===== src/hdl/rmt_pkg.sv =====
// Shared types and constants of the reachability miss tracker.
// Used by rmt_csr, rmt_core and reachability_miss_tracker_unit; depends on nothing.
package rmt_pkg;

   localparam int MAX_SLOTS = 4;
   localparam int TIME_W    = 48;
   localparam int MISS_W    = 20;
   localparam int REASON_W  = 8;
   localparam int CSR_AW    = 5;

   localparam logic [MISS_W-1:0] MISS_CEILING = 20'd1000000;

   localparam logic [2:0] REG_STRIKES     = 3'd0;
   localparam logic [2:0] REG_INTERVAL    = 3'd1;
   localparam logic [2:0] REG_SAY_AGAIN   = 3'd2;
   localparam logic [2:0] REG_DELAY_COUNT = 3'd3;
   localparam logic [2:0] REG_DELAY_0     = 3'd4;
   localparam logic [2:0] REG_DELAY_1     = 3'd5;
   localparam logic [2:0] REG_DELAY_2     = 3'd6;
   localparam logic [2:0] REG_DELAY_3     = 3'd7;

   typedef enum logic [1:0] {
      OP_ANSWERED = 2'd0,
      OP_MISSED   = 2'd1,
      OP_FORGET   = 2'd2
   } op_type;

   typedef struct packed {
      op_type                operation;
      logic [TIME_W-1:0]     now_ms;
      logic [REASON_W-1:0]   reason_code;
   } req_type;

   typedef struct packed {
      logic        is_down;
      logic        state_changed;
      logic        announce;
      logic [31:0] wait_ms;
   } rsp_type;

   typedef struct packed {
      logic [15:0]                  strikes;
      logic [31:0]                  interval_ms;
      logic [31:0]                  say_again_ms;
      logic [2:0]                   delay_count;
      logic [MAX_SLOTS-1:0][31:0]   delay_ms;
   } cfg_type;

endpackage


===== src/hdl/rmt_csr.sv =====
// APB-style configuration registers of the reachability miss tracker.
// Depends on rmt_pkg for the register indexes and the configuration struct.
module rmt_csr #(
   parameter int DELAY_SLOTS = 4
) (
   input  logic                        clock,
   input  logic                        reset,
   input  logic                        psel,
   input  logic                        penable,
   input  logic                        pwrite,
   input  logic [rmt_pkg::CSR_AW-1:0]  paddr,
   input  logic [31:0]                 pwdata,
   output logic [31:0]                 prdata,
   output logic                        pready,
   output rmt_pkg::cfg_type            cfg
);
   import rmt_pkg::*;

   cfg_type    cfg_ff;
   logic       wr_en;
   logic [2:0] reg_idx;

   assign pready  = 1'b1;
   assign wr_en   = psel && penable && pwrite;
   assign reg_idx = paddr[CSR_AW-1:2];
   assign cfg     = cfg_ff;

   always_ff @(posedge clock) begin
      if (reset) begin
         cfg_ff.strikes      <= 16'd1;
         cfg_ff.interval_ms  <= 32'd1000;
         cfg_ff.say_again_ms <= 32'd0;
         cfg_ff.delay_count  <= 3'd0;
         cfg_ff.delay_ms     <= '0;
      end else if (wr_en) begin
         case (reg_idx)
            REG_STRIKES:     cfg_ff.strikes      <= pwdata[15:0];
            REG_INTERVAL:    cfg_ff.interval_ms  <= pwdata;
            REG_SAY_AGAIN:   cfg_ff.say_again_ms <= pwdata;
            REG_DELAY_COUNT: cfg_ff.delay_count  <= pwdata[2:0];
            default: begin
               for (int i = 0; i < DELAY_SLOTS; i++) begin
                  if (reg_idx == REG_DELAY_0 + 3'(i)) begin
                     cfg_ff.delay_ms[i] <= pwdata;
                  end
               end
            end
         endcase
      end
   end

   always_comb begin
      prdata = 32'd0;
      case (reg_idx)
         REG_STRIKES:     prdata = {16'd0, cfg_ff.strikes};
         REG_INTERVAL:    prdata = cfg_ff.interval_ms;
         REG_SAY_AGAIN:   prdata = cfg_ff.say_again_ms;
         REG_DELAY_COUNT: prdata = {29'd0, cfg_ff.delay_count};
         default: begin
            for (int i = 0; i < DELAY_SLOTS; i++) begin
               if (reg_idx == REG_DELAY_0 + 3'(i)) begin
                  prdata = cfg_ff.delay_ms[i];
               end
            end
         end
      endcase
   end

endmodule


===== src/hdl/rmt_core.sv =====
// Up/down decision, miss counting and retry wait selection of the tracker.
// Holds the partner state; depends on rmt_pkg for the beat and configuration types.
module rmt_core #(
   parameter int DELAY_SLOTS = 4
) (
   input  logic              clock,
   input  logic              reset,
   input  rmt_pkg::cfg_type  cfg,
   input  rmt_pkg::req_type  item,
   input  logic              advance,
   output logic              has_result,
   output rmt_pkg::rsp_type  result
);
   import rmt_pkg::*;

   localparam logic [2:0] SLOTS_3 = 3'(DELAY_SLOTS);

   logic                 down_ff, down_in;
   logic [MISS_W-1:0]    miss_ff, miss_in;
   logic [REASON_W-1:0]  reason_ff, reason_in;
   logic [TIME_W-1:0]    last_ann_ff, last_ann_in;

   logic [15:0]          need;
   logic [MISS_W-1:0]    miss_next;
   logic [MISS_W-1:0]    step_raw;
   logic [2:0]           used;
   logic [2:0]           used_last;
   logic [2:0]           step;
   logic [31:0]          tab_wait;
   logic [31:0]          miss_wait;
   logic [TIME_W-1:0]    elapsed;
   logic                 repeat_due;
   logic                 differ;
   logic                 turn;
   logic                 miss_say;

   assign need      = (cfg.strikes == 16'd0) ? 16'd1 : cfg.strikes;
   assign miss_next = (miss_ff < MISS_CEILING) ? miss_ff + 20'd1 : miss_ff;
   assign step_raw  = miss_next - 20'd1;
   assign used      = (cfg.delay_count > SLOTS_3) ? SLOTS_3 : cfg.delay_count;
   assign used_last = used - 3'd1;
   assign step      = (step_raw > {17'd0, used_last}) ? used_last : step_raw[2:0];

   always_comb begin
      tab_wait = 32'd0;
      for (int i = 0; i < DELAY_SLOTS; i++) begin
         if (step == 3'(i)) begin
            tab_wait = cfg.delay_ms[i];
         end
      end
   end

   assign miss_wait  = (used == 3'd0) ? cfg.interval_ms : tab_wait;
   assign elapsed    = item.now_ms - last_ann_ff;
   assign repeat_due = (cfg.say_again_ms != 32'd0) && (item.now_ms >= last_ann_ff) &&
                       (elapsed >= {16'd0, cfg.say_again_ms});
   assign differ     = (reason_ff != item.reason_code);
   assign turn       = !down_ff && ({4'd0, need} <= miss_next);
   assign miss_say   = turn || ((down_ff || turn) && (differ || repeat_due));

   always_comb begin
      has_result  = 1'b0;
      result      = '0;
      down_in     = down_ff;
      miss_in     = miss_ff;
      reason_in   = reason_ff;
      last_ann_in = last_ann_ff;
      case (item.operation)
         OP_ANSWERED: begin
            has_result           = 1'b1;
            result.is_down       = 1'b0;
            result.state_changed = down_ff;
            result.announce      = down_ff;
            result.wait_ms       = cfg.interval_ms;
            down_in              = 1'b0;
            miss_in              = '0;
            reason_in            = '0;
            if (down_ff) begin
               last_ann_in = item.now_ms;
            end
         end
         OP_MISSED: begin
            has_result           = 1'b1;
            result.is_down       = down_ff || turn;
            result.state_changed = turn;
            result.announce      = miss_say;
            result.wait_ms       = miss_wait;
            down_in              = down_ff || turn;
            miss_in              = miss_next;
            reason_in            = item.reason_code;
            if (miss_say) begin
               last_ann_in = item.now_ms;
            end
         end
         OP_FORGET: begin
            down_in     = 1'b0;
            miss_in     = '0;
            reason_in   = '0;
            last_ann_in = '0;
         end
         default: begin
            has_result = 1'b0;
         end
      endcase
   end

   always_ff @(posedge clock) begin
      if (reset) begin
         down_ff     <= 1'b0;
         miss_ff     <= '0;
         reason_ff   <= '0;
         last_ann_ff <= '0;
      end else if (advance) begin
         down_ff     <= down_in;
         miss_ff     <= miss_in;
         reason_ff   <= reason_in;
         last_ann_ff <= last_ann_in;
      end
   end

endmodule


===== src/hdl/reachability_miss_tracker_unit.sv =====
// Reachability miss tracker: turns probe outcomes into up/down reports with retry waits.
// Every event beat is registered on entry and decided from that input register, and its
// result beat waits in an output register. One event beat is taken per clock while the
// port does not stall, and the result beat reaches the result port through the input
// register and then the output register. A result beat held by rsp_stall blocks the next
// decision that yields a result, and once the input register is also occupied the event
// port stalls. Forget events and the unused operation code leave no result beat. The
// combinational decision path (miss compare, elapsed-time compare and delay-table select)
// sets this rate.
// Depends on rmt_pkg, rmt_csr and rmt_core.
module reachability_miss_tracker_unit #(
   parameter int DELAY_SLOTS = 4
) (
   input  logic                        clock,
   input  logic                        reset,
   input  logic                        req_valid,
   output logic                        req_stall,
   input  rmt_pkg::req_type            req_data,
   output logic                        rsp_valid,
   input  logic                        rsp_stall,
   output rmt_pkg::rsp_type            rsp_data,
   input  logic                        psel,
   input  logic                        penable,
   input  logic                        pwrite,
   input  logic [rmt_pkg::CSR_AW-1:0]  paddr,
   input  logic [31:0]                 pwdata,
   output logic [31:0]                 prdata,
   output logic                        pready
);
   import rmt_pkg::*;

   cfg_type  cfg;
   logic     in_valid_ff;
   req_type  in_item_ff;
   logic     out_valid_ff;
   rsp_type  out_item_ff;
   logic     has_result;
   rsp_type  result;
   logic     advance;

   rmt_csr #(
      .DELAY_SLOTS (DELAY_SLOTS)
   ) u_csr (
      .clock   (clock),
      .reset   (reset),
      .psel    (psel),
      .penable (penable),
      .pwrite  (pwrite),
      .paddr   (paddr),
      .pwdata  (pwdata),
      .prdata  (prdata),
      .pready  (pready),
      .cfg     (cfg)
   );

   rmt_core #(
      .DELAY_SLOTS (DELAY_SLOTS)
   ) u_core (
      .clock      (clock),
      .reset      (reset),
      .cfg        (cfg),
      .item       (in_item_ff),
      .advance    (advance),
      .has_result (has_result),
      .result     (result)
   );

   assign advance   = in_valid_ff && (!has_result || !out_valid_ff || !rsp_stall);
   assign req_stall = in_valid_ff && !advance;
   assign rsp_valid = out_valid_ff;
   assign rsp_data  = out_item_ff;

   always_ff @(posedge clock) begin
      if (reset) begin
         in_valid_ff <= 1'b0;
      end else if (!req_stall) begin
         in_valid_ff <= req_valid;
      end
   end

   always_ff @(posedge clock) begin
      if (req_valid && !req_stall) begin
         in_item_ff <= req_data;
      end
   end

   always_ff @(posedge clock) begin
      if (reset) begin
         out_valid_ff <= 1'b0;
      end else if (advance && has_result) begin
         out_valid_ff <= 1'b1;
      end else if (!rsp_stall) begin
         out_valid_ff <= 1'b0;
      end
   end

   always_ff @(posedge clock) begin
      if (advance && has_result) begin
         out_item_ff <= result;
      end
   end

endmodule


===== config.mk =====
export PLATFORM = sky130hd
export DESIGN_NAME = reachability_miss_tracker_unit
export DESIGN_NICKNAME = d
export VERILOG_FILES = /design/src/hdl/rmt_pkg.sv /design/src/hdl/rmt_csr.sv /design/src/hdl/rmt_core.sv /design/src/hdl/reachability_miss_tracker_unit.sv
export SDC_FILE = /design/constraint.sdc
export NUM_CORES = 1
export LEC_CHECK = 0
export BUFFER_PORTS_ARGS = -buffer_cell sky130_fd_sc_hd__buf_2
export CAP_MARGIN = 20
export CORE_AREA = 2 2 202 204
export CTS_CLUSTER_SIZE = 10
export DETAILED_ROUTE_END_ITERATION = 16
export DIE_AREA = 0 0 204 206
export PLACE_DENSITY = 0.73
export SLEW_MARGIN = 20
export SYNTH_ARGS = -nofsm -noshare
export SYNTH_HDL_FRONTEND = slang
export SYNTH_SLANG_ARGS = --single-unit
export TNS_END_PERCENT = 20

===== constraint.sdc =====
create_clock -name clock -period 6.49 [get_ports clock]
set_input_delay 0.3245 -clock clock [delete_from_list [all_inputs] [get_ports clock]]
set_output_delay 0.3245 -clock clock [all_outputs]
set_load 0.01 [all_outputs]

==> PnR_summary.wiki, run 1 <==
{| class="wikitable"
! Metric !! Value
|-
| Required time at the endpoint of the critical path || roughly 7 ns
|-
| Highest-count cells in the layout ignoring fill and taps || sky130_fd_sc_hd__nand2_1, sky130_fd_sc_hd__a21oi_1, sky130_fd_sc_hd__dfxtp_1
|-
| Cells traversed along the worst timing path || ha_1 -> a21oi_1 -> o21ai_0 -> or2_2 -> a2111oi_1 -> or3_1 -> xnor2_1 -> ha_1 -> a2111oi_1 -> o211ai_1 -> and4_1 -> nor4_1 -> o2111ai_1 -> a211o_1 -> nor4_1 -> nand4_1 -> o22ai_1 -> o21bai_4 -> buf_16 -> o22ai_1
|-
| Most frequent standard cell in the layout excluding fill and tap cells || sky130_fd_sc_hd__nand2_1
|-
| Nets || between 2,000 and 3,000
|-
| Die area || 42,000 um^2
|-
| Standard cell with the maximum stage delay on the critical path || sky130_fd_sc_hd__a2111oi_1
|-
| Highest clock rate || between 150 and 200 MHz
|-
| Number of buffers added on ports || 168
|-
| First-iteration detailed-routing DRC count || roughly 2,100
|-
| IO Count || around 170
|-
| All-layer global routing usage || 0.313
|-
| Wirelength, routed || 67.6 mm
|-
| Effective utilization at floorplan || 0.537
|-
| Maximum number of pins on one net before global-route repair || 90
|-
| Top flip-flop cell by instance count after synthesis || sky130_fd_sc_hd__dfxtp_1
|-
| Total gr overflow || 0
|-
| Layout area overhead || 13.9%
|-
| Synth top area cells || sky130_fd_sc_hd__dfxtp_1, sky130_fd_sc_hd__edfxtp_1, sky130_fd_sc_hd__nand2_1, sky130_fd_sc_hd__a21oi_1, sky130_fd_sc_hd__ha_1
|-
| Number of antenna violations at the first check in global routing || 5
|-
| Total of flip-flops plus latches after synthesis || 383
|-
| Vertical die dimension || 206 um
|-
| Vias per cell || 6.29
|-
| Worst IR Drop VDD || between 200 and 300 uV
|-
| Area of the core || approximately 40,000 um^2
|-
| Switching portion of total power || 0.269
|-
| Storage cell area || 8600 um^2
|-
| CP Max Fanout || 29
|-
| Gate Count Post-Synth || approximately 2,600
|-
| Transition time at the pin with the least slew margin || 1.15 ns
|-
| Max Slew Vio Count || 0
|-
| Synthesized netlist net count || 2,749
|-
| Area share of the largest cell type after synthesis || 0.269
|-
| Number of clock sinks seen by CTS || 383
|-
| Number of nets with antenna violations after detailed routing || 0
|-
| Power Density || 228 nW/um^2
|-
| Number of endpoints with negative hold slack in the final report || 0
|-
| Share of async-settable or async-resettable flops after synthesis || 0
|-
| Die width || 204 um
|-
| Final hold slack || 0.0294 ns
|-
| Hold Path Class || in2reg
|-
| Average size of a mapped cell || 8.46 um^2
|-
| Path type of the worst setup path || reg2reg
|-
| Length of the first detailed-routing pass in iterations || 8
|-
| RD Place Congestion || 0.940
|-
| Max Clock Skew || around 0.036 ns
|-
| Area occupied by multi-input gates || 11,900 um^2
|-
| Clock slew seen by the registers of the worst setup and hold paths || 0.06 ns
|-
| Global-route wire length before repair || about 100 mm
|-
| CTS tree || done
|-
| Number of flops mapped to enable cells by yosys || between 90 and 100
|-
| Tmin final || between 6 and 7 ns
|-
| CTS Root Cell || sky130_fd_sc_hd__clkbuf_16
|-
| Final-layout fill cell count || 3,535
|-
| Type of element launching the critical path || register
|-
| WL/cell || 21.0 um
|-
| Arr. time, crit path || 6.61 ns
|-
| Status || finished clean
|-
| Number of buffers added by the clock tree synthesis step || 45
|-
| Sw Pwr || 1.51 mW
|-
| Crit-path max cell delay || 0.54 ns
|-
| Post-synthesis sequential area ratio || 0.398
|-
| Power share of the sequential group || 0.451
|-
| Vias post-DR || between 20,000 and 25,000
|-
| Total negative slack || 0 ns
|-
| Yosys warning count || 0
|-
| Internal Dissipation || 4.09 mW
|-
| DRC errors left || 0
|-
| CTS HTree Levels || 2
|-
| FP Rows || 74
|-
| Clock share of power || 0.413
|-
| Worst-case headroom to the max-slew limit || 0.234
|-
| Setup repair after global routing missed its margin || no
|-
| Area of the mapped netlist || 21,600 um^2
|-
| Post CTS Setup Buffer Count || 0
|-
| Final HPWL DP || between 40 and 50 mm
|-
| Fraction of power consumed by combinational cells || 0.136
|-
| Number of violations of the max-capacitance limit || 0
|-
| CTS max path bufs || 3
|-
| Number of global-route vias before repair || 19,300
|-
| Distinct cell type count of the synthesized netlist || 89
|-
| Dominant cell type by area after synthesis || sky130_fd_sc_hd__dfxtp_1
|-
| Type of element capturing the critical path || register
|-
| Final worst path period share || 0.943
|-
| Fraction of final layout cells sized beyond drive strength 1 || 0.132
|-
| Final setup violation count || 0
|-
| Leakage || 8.63 nW
|-
| Later-pin clock latency in the skew report || 0.60 ns
|}
layer usage:
metal	GRT usage	wire length, um	share of wire	vias to the layer above
li1	-	-	-	9410
met1	0.413	28000	0.41	9684
met2	0.498	31100	0.46	986
met3	0.0635	5850	0.087	197
met4	0.143	2670	0.039	2
met5	0	15	0.00022	-
stage by stage:
| step | cells | utilization | setup slack, ns | cell area [um^2] | power, mW |
|---|---|---|---|---|---|
| after floorplan | 2551 | - | 1.17 | 21600 | 3.05 |
| after global placement | 3083 | 0.563 | 0.560 | 22600 | 3.27 |
| after detailed placement | 3084 | 0.564 | 0.308 | 22600 | 3.29 |
| after CTS | 3218 | 0.611 | 0.278 | 24500 | 5.60 |
| after global routing | 3222 | 0.612 | 0.0223 | 24600 | 5.78 |
| final | 3223 | 0.612 | 0.369 | 24600 | 5.60 |
kinds of logic after synthesis:
| logic type | Yosys count | synth area share |
|---|---|---|
| AOI/OAI and AO/OA | 720 | 0.208 |
| xor gates and xnor gates | 67 | 0.0288 |
| adders and majority gates | 98 | 0.0569 |
| buffers and inverters | 301 | 0.0558 |
| DFF | 383 | 0.398 |
| muxes | 89 | 0.0690 |
| other | 1 | 0.000174 |
| and+or+nand+nor | 892 | 0.182 |
synthesized netlist by cell type, types with 8 or more instances:
master	count
sky130_fd_sc_hd__nand2_1	513
sky130_fd_sc_hd__a21oi_1	339
sky130_fd_sc_hd__dfxtp_1	290
sky130_fd_sc_hd__clkbuf_1	153
sky130_fd_sc_hd__nor2_1	124
sky130_fd_sc_hd__inv_1	108
sky130_fd_sc_hd__o21ai_0	104
sky130_fd_sc_hd__ha_1	95
sky130_fd_sc_hd__edfxtp_1	93
sky130_fd_sc_hd__nand3_1	77
sky130_fd_sc_hd__o22ai_1	52
sky130_fd_sc_hd__xnor2_1	44
sky130_fd_sc_hd__nand4_1	36
sky130_fd_sc_hd__mux4_2	35
sky130_fd_sc_hd__a222oi_1	32
sky130_fd_sc_hd__mux2_4	31
sky130_fd_sc_hd__nor3_1	26
sky130_fd_sc_hd__o21a_1	22
sky130_fd_sc_hd__nor4_1	21
sky130_fd_sc_hd__a221oi_1	20
sky130_fd_sc_hd__xor2_1	20
sky130_fd_sc_hd__mux2i_1	19
sky130_fd_sc_hd__a21o_1	17
sky130_fd_sc_hd__nor2b_1	17
sky130_fd_sc_hd__o221ai_1	15
sky130_fd_sc_hd__a22oi_1	14
sky130_fd_sc_hd__buf_1	14
sky130_fd_sc_hd__a211oi_1	12
sky130_fd_sc_hd__buf_2	12
sky130_fd_sc_hd__nand2b_1	12
sky130_fd_sc_hd__o211ai_1	10
sky130_fd_sc_hd__o31ai_1	10
sky130_fd_sc_hd__or3_1	10
sky130_fd_sc_hd__a31oi_1	9
sky130_fd_sc_hd__a311oi_1	8
sky130_fd_sc_hd__and2_1	8
sky130_fd_sc_hd__and3_1	8
power groups by stage:
stage,logic [mW],registers (mW),clock network (mW)
global route,0.829,2.53,2.43
detailed placement,0.714,2.57,0
floorplan,0.482,2.57,0
global placement,0.698,2.57,0
CTS,0.746,2.52,2.33
finish,0.762,2.52,2.31
worst max-delay path: cells and delay by family, from the launching register on:
family,cells,cell delay (ns)
AO/OA/AOI/OAI,10,2.83
XOR/XNOR,1,0.15
adder cells (fa/ha/maj),2,0.70
buffers and inverters,1,0.25
flip-flops,1,0.40
AND/OR/NAND/NOR,6,1.67
registers in the layout, summed over array words and instances (netlist names):
| name | flops |
|---|---|
| u_core.last_ann_ff | 48 |
| u_csr.cfg | 211 |
| u_core.miss_ff | 20 |
| in_item_ff | 58 |
| rsp_valid | 1 |
| u_core.reason_ff | 8 |
| rsp_data | 35 |
| u_core.down_ff | 1 |
| in_valid_ff | 1 |
repair_timing:
action | in CTS | in global routing
gates resized for setup | 0 | 2
hold endpoints to repair | 59 | 0
endpoints found under the setup margin | 0 | 35
hold buffers | 59 | 0
path summary, 6_finish.rpt:
check                              start                                   to  slack (ns)  cells after the start
max             in_item_ff[30]$_DFFE_PP_  u_core.last_ann_ff[41]$_SDFFE_PP0P_        0.37                     20
min                           pwdata[17]           u_csr.cfg[17]$_SDFFE_PP0P_        0.03                      3
max reg2reg     in_item_ff[30]$_DFFE_PP_  u_core.last_ann_ff[41]$_SDFFE_PP0P_        0.37                     20
min reg2reg  u_csr.cfg[192]$_SDFFE_PP0P_          u_csr.cfg[192]$_SDFFE_PP0P_        0.47                      2
area by class of cell:
cell class,count,area share
diodes,4,0.000407
well taps,532,0.0271
clock buffers,71,0.0506
repair buffers,254,0.0690
inverters,108,0.0165
multi-input cells,1867,0.484
flip-flops and latches,383,0.350
clock inverters,4,0.00229
No activity file was read; power rests on OpenSTA's default activity.
==> inputs of run 2 (changes only) <==
PLACE_DENSITY = 0.71   (was 0.73)
==> run 2 against run 1 <==
Against the previous run:
- worst hold slack got worse by 0.011 ns
- die area unchanged
- combinational power about the same
- clock-buffer cell count increased by 2
- first-iteration DRC count increased by 3.6%
- via count decreased by 0.40%
==> PnR_summary.wiki, run 2 (synthesis gave the netlist of run 1 again) <==
{| class="wikitable"
! Metric !! Value
|-
| Final-layout fill cell count || 3,511
|-
| Effective utilization at floorplan || 0.537
|-
| Number of nets with antenna violations after detailed routing || 0
|-
| Vertical die dimension || between 200 and 250 um
|-
| Leakage || ~8.7 nW
|-
| DRC errors left || 0
|-
| Standard cell with the maximum stage delay on the critical path || sky130_fd_sc_hd__a2111oi_1
|-
| Count of cells along the worst hold path || 3
|-
| WL/cell || 20.8 um
|-
| Number of flip-flops in the largest register || 211
|-
| Power Density || ~230 nW/um^2
|-
| Number of antenna violations at the first check in global routing || 3
|-
| Critical register-to-register path endpoint || u_core.last_ann_ff[22]$_SDFFE_PP0P_
|-
| First-iteration detailed-routing DRC count || 2,214
|-
| Length of the first detailed-routing pass in iterations || 6
|-
| Total negative slack || 0 ns
|-
| Nets || 2,861
|-
| Area of the core || between 40,000 and 50,000 um^2
|-
| Cells traversed along the worst timing path || inv_1 -> ha_1 -> inv_1 -> fa_1 -> a21o_1 -> a221o_1 -> a211oi_1 -> nor2_1 -> or2_2 -> a21oi_1 -> xnor2_1 -> ha_1 -> a2111oi_1 -> o211ai_1 -> and4_1 -> nor4_1 -> o2111ai_1 -> a211o_1 -> nor4_1 -> nand4_1 -> o22ai_2 -> o21bai_4 -> buf_16 -> o22ai_1
|-
| Worst-case headroom to the max-slew limit || 0.241
|-
| RD Place Congestion || 0.935
|-
| Setup slack of the most critical reg-to-reg path || 0.43 ns
|-
| Vias post-DR || slightly above 20,000
|-
| Most frequent standard cell in the layout excluding fill and tap cells || sky130_fd_sc_hd__nand2_1
|-
| Max Slew Vio Count || 0
|-
| Number of cells after detailed placement || about 3,000
|-
| Cells on worst reg2reg path || 24
|-
| Transition time at the pin with the least slew margin || 1.14 ns
|-
| Die width || 204 um
|-
| Clock slew seen by the registers of the worst setup and hold paths || 0.06 ns
|-
| CTS HTree Levels || 2
|-
| Worst IR Drop VDD || around 190 uV
|-
| Wirelength, routed || 67.2 mm
|-
| Later-pin clock latency in the skew report || 0.60 ns
|-
| CP Max Fanout || 28
|-
| Final setup violation count || 0
|-
| Number of global-route vias before repair || 19,000
|-
| FP Rows || 74
|-
| CTS max path bufs || 3
|-
| Startpoint of the lowest-slack register-to-register path || in_item_ff[8]$_DFFE_PP_
|-
| CP Buf/Inv Count || 3
|-
| Tmin final || 6.06 ns
|-
| Number of endpoints with negative hold slack in the final report || 0
|-
| Max Clock Skew || roughly 0.029 ns
|-
| Worst path top cell family by delay || compound AO/OA/AOI/OAI gates
|-
| Final HPWL DP || around 45 mm
|-
| Final Non-Filler Cells || approximately 3,200
|-
| Number of violations of the max-capacitance limit || 0
|-
| Highest clock rate || 165 MHz
|-
| Hold Crit Start || pwdata[21]
|-
| Required time at the endpoint of the critical path || 6.99 ns
|-
| Die area || 42,000 um^2
|-
| Setup repair after global routing missed its margin || no
|-
| Worst Setup Slack, final || 0.433 ns
|-
| Crit-path max cell delay || 0.47 ns
|-
| Type of element capturing the critical path || register
|-
| Type of element launching the critical path || register
|-
| Global-route wire length before repair || ~100 mm
|-
| Number of clock sinks seen by CTS || about 380
|-
| Highest-count cells in the layout ignoring fill and taps || sky130_fd_sc_hd__nand2_1, sky130_fd_sc_hd__a21oi_1, sky130_fd_sc_hd__dfxtp_1
|-
| Number of buffers added by the clock tree synthesis step || 46
|-
| IO Count || around 170
|-
| All-layer global routing usage || 0.310
|-
| CTS tree || done
|-
| Pre-CTS setup slack || 0.328 ns
|-
| Hold worst-path end || u_csr.cfg[21]$_SDFFE_PP0P_
|-
| Fraction of final layout cells sized beyond drive strength 1 || 0.133
|-
| Final worst path period share || 0.933
|-
| Total gr overflow || 0
|-
| Post CTS Setup Buffer Count || 0
|-
| Path type of the worst setup path || reg2reg
|-
| Vias per cell || 6.26
|-
| Layout area overhead || 14.4%
|-
| Hold Path Class || in2reg
|-
| Maximum number of pins on one net before global-route repair || 106
|-
| Number of buffers added on ports || ~170
|-
| CTS Root Cell || sky130_fd_sc_hd__clkbuf_16
|-
| Status || finished clean
|-
| Arr. time, crit path || 6.56 ns
|}
[run 2: layout make-up]
cell class / instances / area (um^2) / area share
multi-input combinational: 1867 / 11900 / 0.482
sequential: 383 / 8600 / 0.348
timing repair buffer: 257 / 1730 / 0.0700
clock buffer: 73 / 1310 / 0.0532
tap: 532 / 666 / 0.0270
inverter: 108 / 405 / 0.0164
clock inverter: 6 / 67.6 / 0.00274
antenna: 3 / 7.51 / 0.000304
[run 2: power by group]
group          switching, mW  internal, mW  leakage, nW
Clock                   1.03          1.38        0.666
Sequential            0.0296          2.49         3.21
Combinational          0.474         0.288         4.80
Total                   1.53          4.17         8.68
[run 2: worst max-delay path by stage]
stage / from / endpoint / slack (ns) / cells past startpoint
floorplan: in_item_ff[8]$_DFFE_PP_ / u_core.last_ann_ff[17]$_SDFFE_PP0P_ / 1.17 / 25
global placement: in_item_ff[8]$_DFFE_PP_ / u_core.last_ann_ff[23]$_SDFFE_PP0P_ / 0.53 / 23
detailed placement: in_item_ff[8]$_DFFE_PP_ / u_core.last_ann_ff[37]$_SDFFE_PP0P_ / 0.33 / 24
CTS: in_item_ff[8]$_DFFE_PP_ / u_core.last_ann_ff[26]$_SDFFE_PP0P_ / 0.32 / 24
global route: in_item_ff[8]$_DFFE_PP_ / u_core.last_ann_ff[20]$_SDFFE_PP0P_ / 0.05 / 24
finish: in_item_ff[8]$_DFFE_PP_ / u_core.last_ann_ff[22]$_SDFFE_PP0P_ / 0.43 / 24
[run 2: timing repair]
action | 4_1_cts | 5_1_grt
endpoints found under the hold margin | 68 | 0
gates resized for setup | 0 | 3
hold buffers | 63 | 0
endpoints found under the setup margin | 0 | 48
[run 2: per-stage QoR]
stage,hold slack (ns),utilization,power [mW],area [um^2]
finish,0.0181,0.614,5.70,24700
global route,0.0153,0.614,5.88,24700
CTS,0.000824,0.613,5.71,24600
detailed placement,0.460,0.563,3.29,22600
global placement,0.450,0.563,3.27,22600
floorplan,0.423,-,3.05,21600
[run 2: layer usage]
metal | wire length, um | vias to the layer above | global-route usage
met5 | 13 | - | 0
met2 | 31400 | 869 | 0.505
li1 | - | 9427 | -
met4 | 2490 | 2 | 0.119
met3 | 5530 | 191 | 0.0489
met1 | 27800 | 9709 | 0.416
[run 2: worst reg2reg max path, delay by kind of cell (launching register included)]
| kind | cells | cell delay, ns |
|---|---|---|
| AOI/OAI and AO/OA | 11 | 2.84 |
| xor gates and xnor gates | 1 | 0.10 |
| adders and majority gates | 3 | 0.75 |
| buffers and inverters | 3 | 0.38 |
| DFF | 1 | 0.37 |
| and+or+nand+nor | 6 | 1.55 |
